==> config.mk <==
export PLATFORM = sky130hd
export DESIGN_NAME = hbridge_motor_command_unit
export DESIGN_NICKNAME = d
export VERILOG_FILES = /design/src/sv/hmcu_pkg.sv /design/src/sv/hmcu_ctrl.sv /design/src/sv/hmcu_datapath.sv /design/src/sv/hbridge_motor_command_unit.sv
export VERILOG_INCLUDE_DIRS = /design/src /design/src/sv
export SDC_FILE = /design/constraint.sdc
export NUM_CORES = 1
export LEC_CHECK = 0
export ABC_AREA = 1
export BUFFER_PORTS_ARGS = -buffer_cell sky130_fd_sc_hd__buf_4
export CAP_MARGIN = 20
export CORE_MARGIN = 2
export CORE_UTILIZATION = 25
export CTS_BUF_LIST = sky130_fd_sc_hd__clkbuf_16
export DETAILED_ROUTE_END_ITERATION = 10
export PLACE_DENSITY = 0.51
export SLEW_MARGIN = 20
export SYNTH_ARGS = -nofsm -noshare
export SYNTH_HDL_FRONTEND = slang
export SYNTH_HIERARCHICAL = 1
export SYNTH_SLANG_ARGS = --single-unit
==> constraint.sdc <==
create_clock -name clk -period 4.8 [get_ports clk]
set_input_delay 0.96 -clock clk [delete_from_list [all_inputs] [get_ports clk]]
set_output_delay 0.96 -clock clk [all_outputs]
set_load 0.02 [all_outputs]
==> src/sv/hbridge_motor_command_unit_defines.svh <==
// Assertion macros for the H-bridge motor command unit.
// Included by the top level; expands to nothing when SYNTH is defined.
`ifndef HBRIDGE_MOTOR_COMMAND_UNIT_DEFINES_SVH
`define HBRIDGE_MOTOR_COMMAND_UNIT_DEFINES_SVH
`ifndef SYNTH
// Consequent checked in the same cycle as the antecedent
`define HMCU_ASSERT_SAME(label, ante, cons) \
  label: assert property (@(posedge clk) disable iff (rst) (ante) |-> (cons)) \
    else $error("hbridge_motor_command_unit: same-cycle check failed");
// Consequent checked in the cycle after the antecedent
`define HMCU_ASSERT_NEXT(label, ante, cons) \
  label: assert property (@(posedge clk) disable iff (rst) (ante) |=> (cons)) \
    else $error("hbridge_motor_command_unit: next-cycle check failed");
`else
`define HMCU_ASSERT_SAME(label, ante, cons)
`define HMCU_ASSERT_NEXT(label, ante, cons)
`endif
`endif

==> src/sv/hmcu_pkg.sv <==
// Shared types, constants and the duty function of the H-bridge motor command unit.
// No dependencies.
`timescale 1ns / 1ps
`default_nettype none

package hmcu_pkg;

  localparam int MOTORS_DEFAULT = 2;
  localparam int CMD_W          = 3;
  localparam int ARG_W          = 8;
  localparam int MOTOR_W        = 3;
  localparam int POWER_W        = 7;
  localparam int DUTY_W         = 8;

  localparam logic [ARG_W-1:0]   POWER_MAX  = 8'd100;
  localparam logic [DUTY_W-1:0]  DUTY_RESET = 8'd128;

  // power*255/100 as one multiply by 255*ceil(2^19/100), then a shift
  localparam int                 DUTY_SHIFT = 19;
  localparam int                 PROD_W     = 28;
  localparam logic [PROD_W-1:0]  DUTY_MUL   = 28'd1336965;

  typedef enum logic [CMD_W-1:0] {
    CMD_SELECT    = 3'd0,
    CMD_ON        = 3'd1,
    CMD_BRAKE     = 3'd2,
    CMD_DIRECTION = 3'd3,
    CMD_REVERSE   = 3'd4,
    CMD_POWER     = 3'd5
  } cmd_t;

  // Controller to datapath commands
  typedef struct packed {
    logic               load;   // capture the incoming command
    logic               step;   // process one motor and fill the output register
    logic [MOTOR_W-1:0] motor;  // motor handled by this step
  } dp_ctrl_t;

  function automatic logic [DUTY_W-1:0] duty_of(input logic [POWER_W-1:0] power);
    logic [PROD_W-1:0] prod;
    prod = PROD_W'(power) * DUTY_MUL;
    return DUTY_W'(prod >> DUTY_SHIFT);
  endfunction

endpackage

`default_nettype wire

==> src/sv/hmcu_ctrl.sv <==
// Controller of the H-bridge motor command unit: command acceptance, motor
// sequencing and output valid. Depends on hmcu_pkg.
`timescale 1ns / 1ps
`default_nettype none

module hmcu_ctrl
  import hmcu_pkg::*;
#(
  parameter int MOTORS = MOTORS_DEFAULT
) (
  input  logic     clk,
  input  logic     rst,
  input  logic     s_tvalid,
  output logic     s_tready,
  output logic     m_tvalid,
  input  logic     m_tready,
  output dp_ctrl_t dp_ctrl
);

  typedef enum logic {
    S_IDLE,
    S_RUN
  } state_t;

  localparam logic [MOTOR_W-1:0] LAST_MOTOR = MOTOR_W'(MOTORS - 1);

  state_t             state;
  logic [MOTOR_W-1:0] motor;
  logic               out_free;
  logic               step;

  assign s_tready = (state == S_IDLE);
  assign out_free = !m_tvalid || m_tready;
  assign step     = (state == S_RUN) && out_free;

  assign dp_ctrl.load  = s_tvalid && s_tready;
  assign dp_ctrl.step  = step;
  assign dp_ctrl.motor = motor;

  // Walk the motors one per free output slot, then return to idle
  always_ff @(posedge clk) begin
    if (rst) begin
      state    <= S_IDLE;
      motor    <= '0;
      m_tvalid <= 1'b0;
    end else begin
      if (step) begin
        m_tvalid <= 1'b1;
      end else if (m_tready) begin
        m_tvalid <= 1'b0;
      end
      unique case (state)
        S_IDLE: begin
          if (s_tvalid) begin
            state <= S_RUN;
            motor <= '0;
          end
        end
        S_RUN: begin
          if (step) begin
            if (motor == LAST_MOTOR) begin
              state <= S_IDLE;
              motor <= '0;
            end else begin
              motor <= motor + 1'b1;
            end
          end
        end
        default: begin
          state <= S_IDLE;
        end
      endcase
    end
  end

endmodule

`default_nettype wire

==> src/sv/hmcu_datapath.sv <==
// Datapath of the H-bridge motor command unit: per-motor state, command
// update, pin and duty computation and the output register. Depends on hmcu_pkg.
`timescale 1ns / 1ps
`default_nettype none

module hmcu_datapath
  import hmcu_pkg::*;
#(
  parameter int MOTORS = MOTORS_DEFAULT
) (
  input  logic               clk,
  input  logic               rst,
  input  dp_ctrl_t           dp_ctrl,
  input  logic [CMD_W-1:0]   cmd_in,
  input  logic [ARG_W-1:0]   arg_in,
  output logic [MOTOR_W-1:0] motor_index,
  output logic               pin_a,
  output logic               pin_b,
  output logic [DUTY_W-1:0]  duty,
  output logic               driven,
  output logic               last
);

  localparam int IW = (MOTORS > 1) ? $clog2(MOTORS) : 1;
  localparam logic [MOTOR_W-1:0] LAST_MOTOR = MOTOR_W'(MOTORS - 1);

  // Latched command
  cmd_t             cmd;
  logic [ARG_W-1:0] arg;

  // Per-motor state
  logic [MOTORS-1:0]  selected;
  logic [MOTORS-1:0]  running;
  logic [MOTORS-1:0]  braking;
  logic [MOTORS-1:0]  direction;
  logic [MOTORS-1:0]  pin_a_lv;
  logic [MOTORS-1:0]  pin_b_lv;
  logic [POWER_W-1:0] power [MOTORS];
  logic [DUTY_W-1:0]  duty_lv [MOTORS];

  logic [IW-1:0]      m;
  logic               flag;
  logic               sel_next;
  logic               run_next;
  logic               brk_next;
  logic               dir_next;
  logic [POWER_W-1:0] pwr_next;
  logic               pa_next;
  logic               pb_next;
  logic [DUTY_W-1:0]  duty_next;
  logic               drv_next;

  assign m    = dp_ctrl.motor[IW-1:0];
  assign flag = (arg != '0);

  // Update the current motor and rewrite its outputs when driven
  always_comb begin
    sel_next  = selected[m];
    run_next  = running[m];
    brk_next  = braking[m];
    dir_next  = direction[m];
    pwr_next  = power[m];
    pa_next   = pin_a_lv[m];
    pb_next   = pin_b_lv[m];
    duty_next = duty_lv[m];
    drv_next  = 1'b0;
    if (cmd == CMD_SELECT) begin
      sel_next = arg[dp_ctrl.motor];
    end else if (selected[m] && (cmd == CMD_ON || cmd == CMD_BRAKE ||
                 cmd == CMD_DIRECTION || cmd == CMD_REVERSE || cmd == CMD_POWER)) begin
      drv_next = 1'b1;
      unique case (cmd)
        CMD_ON: begin
          run_next = flag;
          if (flag) begin
            brk_next = 1'b0;
          end
        end
        CMD_BRAKE: begin
          brk_next = flag;
          if (flag) begin
            run_next = 1'b0;
          end
        end
        CMD_DIRECTION: begin
          dir_next = flag;
        end
        CMD_REVERSE: begin
          dir_next = !direction[m];
        end
        default: begin
          pwr_next = (arg > POWER_MAX) ? POWER_MAX[POWER_W-1:0] : arg[POWER_W-1:0];
        end
      endcase
      if (!run_next) begin
        pa_next = 1'b0;
        pb_next = 1'b0;
      end else if (brk_next) begin
        pa_next = 1'b1;
        pb_next = 1'b1;
      end else begin
        pa_next   = !dir_next;
        pb_next   = dir_next;
        duty_next = duty_of(pwr_next);
      end
    end
  end

  // Hold motor state; write back the current motor on each step
  always_ff @(posedge clk) begin
    if (rst) begin
      selected  <= '0;
      running   <= '0;
      braking   <= '0;
      direction <= '0;
      pin_a_lv  <= '0;
      pin_b_lv  <= '0;
      for (int i = 0; i < MOTORS; i++) begin
        power[i]   <= '0;
        duty_lv[i] <= DUTY_RESET;
      end
    end else if (dp_ctrl.step) begin
      selected[m]  <= sel_next;
      running[m]   <= run_next;
      braking[m]   <= brk_next;
      direction[m] <= dir_next;
      pin_a_lv[m]  <= pa_next;
      pin_b_lv[m]  <= pb_next;
      power[m]     <= pwr_next;
      duty_lv[m]   <= duty_next;
    end
  end

  // Capture the command and fill the output register
  always_ff @(posedge clk) begin
    if (dp_ctrl.load) begin
      cmd <= cmd_t'(cmd_in);
      arg <= arg_in;
    end
    if (dp_ctrl.step) begin
      motor_index <= dp_ctrl.motor;
      pin_a       <= pa_next;
      pin_b       <= pb_next;
      duty        <= duty_next;
      driven      <= drv_next;
      last        <= (dp_ctrl.motor == LAST_MOTOR);
    end
  end

endmodule

`default_nettype wire

==> src/sv/hbridge_motor_command_unit.sv <==
// H-bridge motor command unit: one command in, one result per motor out.
// The result for motor 0 is registered at the first sequencer step after the command
// is accepted, once the output is free; the rest follow one per cycle while the
// output is taken. A new command is accepted only after the last result is registered.
// Reset (synchronous): all motors deselected, off, pins low, power 0, duty 128;
// no result pending.
`timescale 1ns / 1ps
`default_nettype none
`include "hbridge_motor_command_unit_defines.svh"

module hbridge_motor_command_unit
  import hmcu_pkg::*;
#(
  parameter int MOTORS = MOTORS_DEFAULT
) (
  input  logic        clk,
  input  logic        rst,
  input  logic        s_tvalid,
  output logic        s_tready,
  input  logic [7:0]  s_tdata,   // [7:0] arg
  input  logic [2:0]  s_tuser,   // [2:0] cmd
  output logic        m_tvalid,
  input  logic        m_tready,
  output logic [15:0] m_tdata,   // [2:0] motor_index, [3] pin_a, [4] pin_b, [12:5] duty, zero pad
  output logic        m_tuser,   // [0] driven
  output logic        m_tlast    // last
);

  dp_ctrl_t           dp_ctrl;
  logic [MOTOR_W-1:0] motor_index;
  logic               pin_a;
  logic               pin_b;
  logic [DUTY_W-1:0]  duty;

  hmcu_ctrl #(
    .MOTORS (MOTORS)
  ) u_ctrl (
    .clk      (clk),
    .rst      (rst),
    .s_tvalid (s_tvalid),
    .s_tready (s_tready),
    .m_tvalid (m_tvalid),
    .m_tready (m_tready),
    .dp_ctrl  (dp_ctrl)
  );

  hmcu_datapath #(
    .MOTORS (MOTORS)
  ) u_datapath (
    .clk         (clk),
    .rst         (rst),
    .dp_ctrl     (dp_ctrl),
    .cmd_in      (s_tuser),
    .arg_in      (s_tdata),
    .motor_index (motor_index),
    .pin_a       (pin_a),
    .pin_b       (pin_b),
    .duty        (duty),
    .driven      (m_tuser),
    .last        (m_tlast)
  );

  // Pack the result fields
  assign m_tdata = {3'b000, duty, pin_b, pin_a, motor_index};

  // A command transaction blocks further commands until its last result is registered
  `HMCU_ASSERT_NEXT(a_busy_after_accept, s_tvalid && s_tready, !s_tready)
  // While idle, any result still waiting is the last one of its command
  `HMCU_ASSERT_SAME(a_idle_pending_last, s_tready && m_tvalid, m_tlast)
  // A taken result that is not the last is replaced at once by the next motor
  `HMCU_ASSERT_NEXT(a_results_continuous, m_tvalid && m_tready && !m_tlast, m_tvalid)

endmodule

`default_nettype wire
==> results of run 1 <==
-- sequential cells by signal, indices dropped and copies added, names as in the netlist --
| register | cells |
|---|---|
| u_ctrl/motor | 3 |
| u_datapath/arg | 8 |
| u_datapath/direction | 2 |
| u_datapath/duty | 8 |
| u_datapath/running | 2 |
| u_datapath/pin_b | 1 |
| u_datapath/last | 1 |
| u_datapath/pin_a | 1 |
| u_datapath/driven | 1 |
| u_ctrl/m_tvalid | 1 |
| u_datapath/pin_b_lv | 2 |
| u_datapath/pin_a_lv | 2 |
| u_datapath/power | 14 |
| u_datapath/cmd | 3 |
| u_datapath/selected | 2 |
| u_ctrl/state | 1 |
| u_datapath/motor_index | 3 |
| u_datapath/braking | 2 |
| u_datapath/duty_lv | 16 |
-- power breakdown --
part           total [mW]  switching [mW]  internal [mW]  leakage (nW)
logic                1.43           0.891          0.538          2.10
clock network       0.679           0.273          0.406         0.142
registers           0.738          0.0172          0.721         0.691
total                2.85            1.18           1.66          2.94
-- cells in the mapped netlist (3+ instances only) --
cell / count / area, sq um
nand3b_1: 4 / 30.03
nor4_1: 3 / 18.77
a21o_1: 3 / 22.52
nor3_1: 11 / 55.05
o211ai_1: 5 / 37.54
nand2_2: 8 / 50.05
fa_1: 13 / 260.3
clkbuf_1: 7 / 26.28
o21bai_1: 3 / 22.52
nand3_2: 4 / 40.04
dfxtp_1: 17 / 340.3
nand2_1: 114 / 427.9
nor2_2: 5 / 31.28
ha_1: 55 / 688.2
a21oi_1: 33 / 165.2
inv_1: 96 / 360.4
o22ai_1: 6 / 37.54
a21oi_2: 3 / 26.28
inv_2: 7 / 26.28
o21ai_1: 5 / 25.02
nor2_1: 68 / 255.2
o21ai_0: 46 / 230.2
nand3_1: 31 / 155.2
mux2i_1: 5 / 50.05
buf_4: 6 / 45.04
or2_2: 6 / 37.54
buf_2: 4 / 20.02
nand4_1: 4 / 25.02
edfxtp_1: 56 / 1682
-- worst max path at each step --
stage,to,slack [ps]
4_1_cts,u_datapath/duty_lv[1][2],20
6_report,u_datapath/duty_lv[0][7],270
2_1_floorplan,u_datapath/duty_lv[0][7],70
3_3_place_gp,u_datapath/duty_lv[1][7],60
3_5_place_dp,u_datapath/duty_lv[1][2],20
5_1_grt,u_datapath/duty_lv[1][7],-30
-- metrics by stage --
stage / TNS (ps) / cell area (sq um) / cells / power, mW / util [%]
after floorplan: 0 / 5381 / 651 / 1.629 / -
after global placement: 0 / 6077 / 968 / 1.999 / 28.82
after detailed placement: 0 / 6077 / 968 / 1.990 / 28.82
after CTS: 0 / 6382 / 984 / 2.687 / 30.27
after global routing: -79.98 / 6631 / 991 / 3.074 / 31.45
final: 0 / 6631 / 991 / 2.845 / 31.45
-- worst max-delay path, stage by stage, from the launching register on --
cell,delay [ps]
edfxtp_1,470
nor2_2,140
nand2_1,90
nand2_2,100
inv_4,60
buf_4,160
nor2_2,120
a21oi_2,60
ha_1,300
ha_1,180
or2_2,300
fa_1,430
fa_2,570
ha_4,210
nand2_2,90
nor2_1,50
nand2_1,110
o21bai_2,140
nand3_2,120
a211oi_2,250
nand3_1,120
nand3_2,110
nand3b_1,80
-- layout make-up --
type | count | area share [%]
flip-flops and latches | 73 | 30.55
clock inverters | 7 | 1.208
multi-input cells | 456 | 46.17
repair buffers | 66 | 7.472
well taps | 275 | 5.189
clock buffers | 9 | 3.396
inverters | 105 | 6.019
-- kinds of logic (layout without fill, tap and decap cells) --
family | count (synthesis) | in the layout | synth area share, %
and+or+nand+nor | 262 | 262 | 21.68
buffers and inverters | 122 | 187 | 9.081
AOI/OAI and AO/OA | 115 | 115 | 12.48
DFF | 73 | 73 | 37.63
adders and majority gates | 68 | 68 | 17.65
muxes | 5 | 5 | 0.9314
xor gates and xnor gates | 3 | 3 | 0.4890
other | 1 | 3 | 0.06978
-- what timing repair did --
action / 4_1_cts / 5_1_grt
resized for setup: 1 / 46
buffers inserted: 0 / 7
pin swaps: 0 / 5
setup endpoints to repair: 5 / 24
-- per-layer routing --
layer / share of wire (%) / up-vias
met5: 0 / -
met4: 0.86 / 0
met3: 3.0 / 10
met2: 45 / 66
met1: 52 / 2014
li1: - / 2290
==> results.toml, run 1 <==
[detailed_routing]
finalWirelength_um = 13360
drc = 0
wl_per_cell_um = 13.48
drt_iter0_markers = 195
antenna_left = 0
num_vias = 4380
first_pass_iters = 4
routed_via_density = 4.420

[grt]
grt.overflow.total = 0
grt_pass1_vias = 4122
grtUsageMet2_pct = 18.52
grt_pass1_wl_um = 21210
met3_usage_pct = 2.030
grt_max_degree = 28
top_usage_layer = "met2"
gr-usage-met1_pct = 17.56
track_usage_pct = 11.97
antenna_found_initial = 0

[yosys]
syn_area_sq_um = 5374
async_reset_ff_share_pct = 0
synth-seq-cells = 73
synth_edf_count = 56
avgSynthCellArea_sq_um = 8.280
synth_cell_types = 46
yosysWarnings = 6
synth_ff_type = "edfxtp_1"
synth_cells = 649
synth-seq-area-share_pct = 37.63

[finish]
multiInputGateArea_sq_um = 3062
ff_latch_area_sq_um = 2026
layout_common_cells = "nand2_1 (110), inv_1 (94), buf_4 (66), nor2_1 (66), edfxtp_1 (56)"
syn2layout_area_growth_pct = 23.40
antennaDiodeCount = 0
final_common_cell = "nand2_1"
fill_cells = 2208
nets = 794
drive_gt1_share_pct = 22.35

[run_status]
status = "completed"

[timing]
drv_slew = 0
rsz0062_at_grt = "true"
tightest_slew_ps = 933.7
fin_ws_ps = 265.1
relSlewSlack_pct = 37.60
fin_skew_ps = 4.494
fin_crit_ps = 4535
setup_viol = 0
fin_crit_sh_pct = 94.48
fin_hold_ws_ps = 473.4
hold_violations = 0
fmax_mhz = 220.5

[placed_design]
port_buffers = 31
gp_congestion = 0.8622
place_ws_ps = 23.68
hpwl_um = 10350

[floorplan]
start_util_pct = 25.48
num_rows = 53
die_h_um = 150.6
pin_count = 35
die_w_um = 150.6
dieArea_sq_um = 22680
core_area_sq_um = 21090

[clocking]
cts_sinks = 73
clk_pin_slew_ps = 60
htreeDepth = 3
cts.path.max_buffers = 2
insertion_delay_ps = 340
cts_tree = "done"
ctsHoldBuffers = 0
cts_buffers = 9
cts-root-buf = "clkbuf_16"

[critical_path]
crit_path_start = "u_datapath/cmd[0]"
cp-start-kind = "register"
required_ps = 4880
setup.worst_path.end_class = "register"
reg2reg_slack_ps = 270
arrival_ps = 4610
rr_startpoint = "u_datapath/cmd[0]"
r2r_cells = 22
worst_r2r_endpoint = "u_datapath/duty_lv[0][7]"
worstSetupPathType = "register to register"
crit_fanout = 9

[min_path]
holdPathEnd = "u_datapath/pin_a_lv[0]"
hold_depth = 2
hold_start = "u_datapath/pin_a_lv[0]"
hold_class = "register to register"

[power_and_ir_drop]
pwr_density_cell_nw_per_um2 = 429.1
p_leak_nw = 2.936
peakVddDrop_uv = 169.5

[run]
maxCapViolCount = 0
(Power assumes the default switching activity.)
==> run 2: changes to the inputs <==
CORE_UTILIZATION = 55   (was 25)
PLACE_DENSITY = 0.86   (was 0.51)
SLEW_MARGIN = 10   (was 20)
==> run 2 against run 1 <==
Effect of this change:
- clock-buffer cell count unchanged
- setup slack got worse by 110 ps
- wire length grew 2.2%
- via count is 7.1% higher
- flip-flop and latch count unchanged
- power rose by 1.9%
==> results.toml, run 2 (synthesized netlist as in run 1, its figures left out) <==
[run_status]
status = "completed"

[critical_path]
crit_slowest_cell = "fa_1"
required_ps = 4880
worstSetupPathType = "register to register"
critPathMaxStageDelay_ps = 540
reg2reg_slack_ps = 150
arrival_ps = 4730
crit_fanout = 12
setup.worst_path.end_class = "register"
cp-start-kind = "register"
cp_common_cell = "inv_1"

[timing]
fmax_mhz = 215.2
fin_hold_ws_ps = 480.5
drv_slew = 0
relSlewSlack_pct = 48.34
fin_ws_ps = 153.1
fin_skew_ps = 6.876
fin_crit_ps = 4647
hold_violations = 0
setup_viol = 0
tightest_slew_ps = 773.0
fin_crit_sh_pct = 96.81

[power_and_ir_drop]
p_leak_nw = 2.902
total_power_mw = 2.899
peakVddDrop_uv = 245.4
pwr_density_cell_nw_per_um2 = 452.6

[clocking]
cts_buffers = 9
insertion_delay_ps = 340
cts-root-buf = "clkbuf_16"
ctsHoldBuffers = 0
cts.path.max_buffers = 2
cts_tree = "done"
clk_pin_slew_ps = 60
htreeDepth = 3
cts_sinks = 73

[finish]
stdcell_area_sq_um = 6405
largest-register = "u_datapath/duty_lv"
drive_gt1_share_pct = 20.34
top_regs = "u_datapath/duty_lv: 16 flops, u_datapath/power: 14 flops"
final_common_cell = "nand2_1"
nets = 781
largest_reg_flops = 16
layout_common_cells = "nand2_1 (108), inv_1 (95), nor2_1 (65)"
antennaDiodeCount = 0
utilization_pct = 66.45
syn2layout_area_growth_pct = 19.19

[detailed_routing]
drt_iter0_markers = 281
first_pass_iters = 5
num_vias = 4690
routed_via_density = 5.610
antenna_left = 0
finalWirelength_um = 13650
wl_per_cell_um = 16.33
drc = 0

[placed_design]
place_ws_ps = -119.8
port_buffers = 31
postPlaceCellArea_sq_um = 5802
hpwl_um = 10090
gp_congestion = 0.9756

[grt]
antenna_found_initial = 0
grt_pass1_vias = 4406
track_usage_pct = 25.70
grt_pass1_wl_um = 20760
grt.overflow.total = 0
grt_max_degree = 30

[floorplan]
num_rows = 36
pin_count = 35
start_util_pct = 55.75
dieArea_sq_um = 10580
core_area_sq_um = 9639
die_h_um = 102.8
die_w_um = 102.8

[min_path]
hold_class = "register to register"

[run]
maxCapViolCount = 0
==> run 2: changes by cell type in the layout (fill, tap and decap cells not counted), sizes merged <==
cell      change
bufinv        +2
inv           +1
clkinv        -2
clkinvlp      -1
buf          -13
==> run 2: cell type report <==
class | count | area, sq um
multi-input combinational | 456 | 3067
sequential | 73 | 2026
tap | 133 | 166.4
clock buffer | 9 | 225.2
fill | 760 | 3234
inverter | 105 | 404.1
clock inverter | 7 | 118.9
timing repair buffer | 53 | 397.9
==> run 2: timing repair <==
action                                  CTS  global route
gates resized for setup                   4            46
pin swaps                                 0            14
endpoints found under the setup margin   11            24
endpoints found under the hold margin     0             0
setup buffers                             0             7
==> run 2: worst max-delay path, delay by kind of cell (launching register included) <==
family                     cells  cell delay (ps)
DFF                            1              480
AOI/OAI and AO/OA              1              160
adders and majority gates      5             1760
and+or+nand+nor               12             1440
buffers and inverters          7              530
==> run 2: worst paths after layout <==
check | cells past startpoint | endpoint | start
setup / recovery | 25 | u_datapath/duty_lv[0][2] | u_datapath/cmd[1]
hold / removal | 2 | u_datapath/pin_a_lv[0] | u_datapath/pin_a_lv[0]
setup reg to reg | 25 | u_datapath/duty_lv[0][2] | u_datapath/cmd[1]
hold reg to reg | 2 | u_datapath/pin_a_lv[0] | u_datapath/pin_a_lv[0]
==> run 2: routing by layer <==
metal | global-route usage (%) | wire [um] | part of all wire, %
met3 | 6.034 | 820 | 6.0
met4 | 9.008 | 292 | 2.1
met2 | 42.94 | 6792 | 50
met5 | 0 | 0 | 0
met1 | 32.88 | 5749 | 42
==> run 2: power breakdown <==
group	leakage, nW	total (mW)	switching (mW)	internal, mW
clock network	0.167	0.769	0.261	0.508
registers	0.691	0.740	0.0192	0.721
logic	2.04	1.39	0.883	0.507
==> run 2: through the flow <==
| step | instances | TNS [ps] |
|---|---|---|
| after global placement | 813 | 0 |
| after floorplan | 651 | 0 |
| final | 836 | 0 |
| after global routing | 836 | -656.4 |
| after detailed placement | 813 | -711.2 |
| after CTS | 829 | 0 |
==> run 3: changes to the inputs <==
PLACE_DENSITY = 0.83   (was 0.86)
clock period = 5.25 ns   (was 4.8 ns; I/O delays follow)
==> run 3 against run 2 <==
Effect of this change:
- worst hold slack improved by 2.3 ps
- die area did not move
- clock power fell by 12%
- cell area fell by 4.0%
- register-to-register slack improved by 200 ps
- global-route usage fell by 0.083 points
- final cell count fell by 0.84%
- wire length fell by 2.0%
- critical path type unchanged
- largest cell class unchanged
- largest power group unchanged
==> results.toml, run 3 (synthesized netlist as in run 1, its figures left out) <==
[critical_path]
crit_fanout = 12
critPathMaxStageDelay_ps = 500
crit_slowest_cell = "fa_1"
cp-start-kind = "register"
crit_path_start = "u_datapath/cmd[1]"
worst_r2r_endpoint = "u_datapath/duty_lv[0][2]"
worstSetupEndpoint = "u_datapath/duty_lv[0][2]"
arrival_ps = 4970
worstSetupPathType = "register to register"
rr_startpoint = "u_datapath/cmd[1]"
reg2reg_slack_ps = 350
required_ps = 5320
r2r_cells = 25
cp_common_cell = "inv_1"
setup.worst_path.end_class = "register"

[run]
maxCapViolCount = 0

[floorplan]
dieArea_sq_um = 10580
num_rows = 36
core_area_sq_um = 9639
start_util_pct = 55.75
die_h_um = 102.8
pin_count = 35
die_w_um = 102.8

[clocking]
cts_buffers = 9
cts-root-buf = "clkbuf_16"
htreeDepth = 3
insertion_delay_ps = 330
cts.path.max_buffers = 2
clk_pin_slew_ps = 60
cts_tree = "done"
cts_sinks = 73

[timing]
tightest_slew_ps = 895.6
fin_crit_ps = 4900
fin_skew_ps = 6.544
drv_slew = 0
fin_ws_ps = 349.6
setup_viol = 0
hold_violations = 0
relSlewSlack_pct = 40.15
fmax_mhz = 204.1
fin_crit_sh_pct = 93.34

[detailed_routing]
drt_iter0_markers = 492
routed_via_density = 5.596
drc = 0
wl_per_cell_um = 16.13
first_pass_iters = 5
num_vias = 4639
finalWirelength_um = 13380
antenna_left = 0

[grt]
grt_pass1_wl_um = 20890
antenna_found_initial = 0
track_usage_pct = 25.61
grt_pass1_vias = 4382
grt_max_degree = 26
grt.overflow.total = 0

[finish]
final_cells = 829
largest-register = "u_datapath/duty_lv"
final_common_cell = "nand2_1"
antennaDiodeCount = 0
top_regs = "u_datapath/duty_lv: 16 flops, u_datapath/power: 14 flops"
drive_gt1_share_pct = 14.94
nets = 774
layout_common_cells = "nand2_1 (114), inv_1 (97), nor2_1 (68)"
largest_reg_flops = 16
syn2layout_area_growth_pct = 14.44

[power_and_ir_drop]
peakVddDrop_uv = 247.4
p_leak_nw = 2.857
total_power_mw = 2.483
pwr_density_cell_nw_per_um2 = 403.8

[placed_design]
gp_congestion = 1.002
hpwl_um = 9930
place_ws_ps = 239.1
port_buffers = 31
dp_cells = 809

[min_path]
hold_class = "register to register"

[run_status]
status = "completed"
[run 3: cell count changes in the layout (fill, tap and decap cells not counted), moves of 3 or more]
cell	before	now
nand2_2	13	8
a21oi_1	28	33
ha_1	49	55
nand2_1	108	114
buf_4	53	46
o21ai_0	40	44
nor2_1	65	68
a21oi_2	8	3
ha_4	6	0
[run 3: layout make-up]
| class | count | area [sq um] |
|---|---|---|
| clock inverter | 7 | 111.4 |
| sequential | 73 | 2022 |
| inverter | 105 | 396.6 |
| clock buffer | 9 | 225.2 |
| multi-input combinational | 456 | 2883 |
| timing repair buffer | 46 | 345.3 |
| tap | 133 | 166.4 |
| fill | 782 | 3490 |
[run 3: what timing repair did]
| action | 4_1_cts | 5_1_grt |
|---|---|---|
| endpoints found under the hold margin | 0 | 0 |
| hold buffers | 0 | 0 |
| setup buffers | 0 | 4 |
| gates resized for setup | 0 | 5 |
| endpoints found under the setup margin | 0 | 17 |
[run 3: worst min path at each step]
stage / from / to / slack (ps) / cells past startpoint
global route: u_datapath/selected[0] / u_datapath/selected[0] / 520 / 2
CTS: u_datapath/direction[0] / u_datapath/direction[0] / 490 / 2
global placement: u_datapath/braking[0] / u_datapath/braking[0] / 460 / 2
detailed placement: u_datapath/direction[0] / u_datapath/direction[0] / 470 / 2
finish: u_datapath/pin_a_lv[0] / u_datapath/pin_a_lv[0] / 480 / 2
floorplan: u_datapath/direction[0] / u_datapath/direction[0] / 450 / 2
[run 3: metal layers]
layer	global-route usage, %	vias to the layer above	wire length [um]
li1	-	2245	-
met5	0	-	0
met3	4.407	35	734
met1	34.06	2150	5712
met2	44.14	209	6633
met4	5.668	0	294
[run 3: worst max-delay path, delay by kind of cell, from the launching register on]
family,cells,cell delay [ps]
DFF,1,480
AOI/OAI and AO/OA,7,1130
adders and majority gates,5,1920
and+or+nand+nor,7,700
buffers and inverters,6,400
[run 3: power breakdown]
group	switching (mW)	internal, mW	leakage (nW)
combinational	0.733	0.395	2.00
clock	0.217	0.460	0.168
sequential	0.0180	0.659	0.690
total	0.969	1.51	2.86
[run 3: per-stage QoR]
| stage | util (%) | hold slack, ps | TNS [ps] | cell area, sq um |
|---|---|---|---|---|
| final | 63.80 | 482.9 | 0 | 6150 |
| after CTS | 63.37 | 485.7 | 0 | 6108 |
| after floorplan | - | 447.8 | 0 | 5381 |
| after global placement | 59.88 | 464.2 | 0 | 5772 |
| after detailed placement | 59.88 | 472.7 | 0 | 5772 |
| after global routing | 63.80 | 518.1 | -3.368 | 6150 |
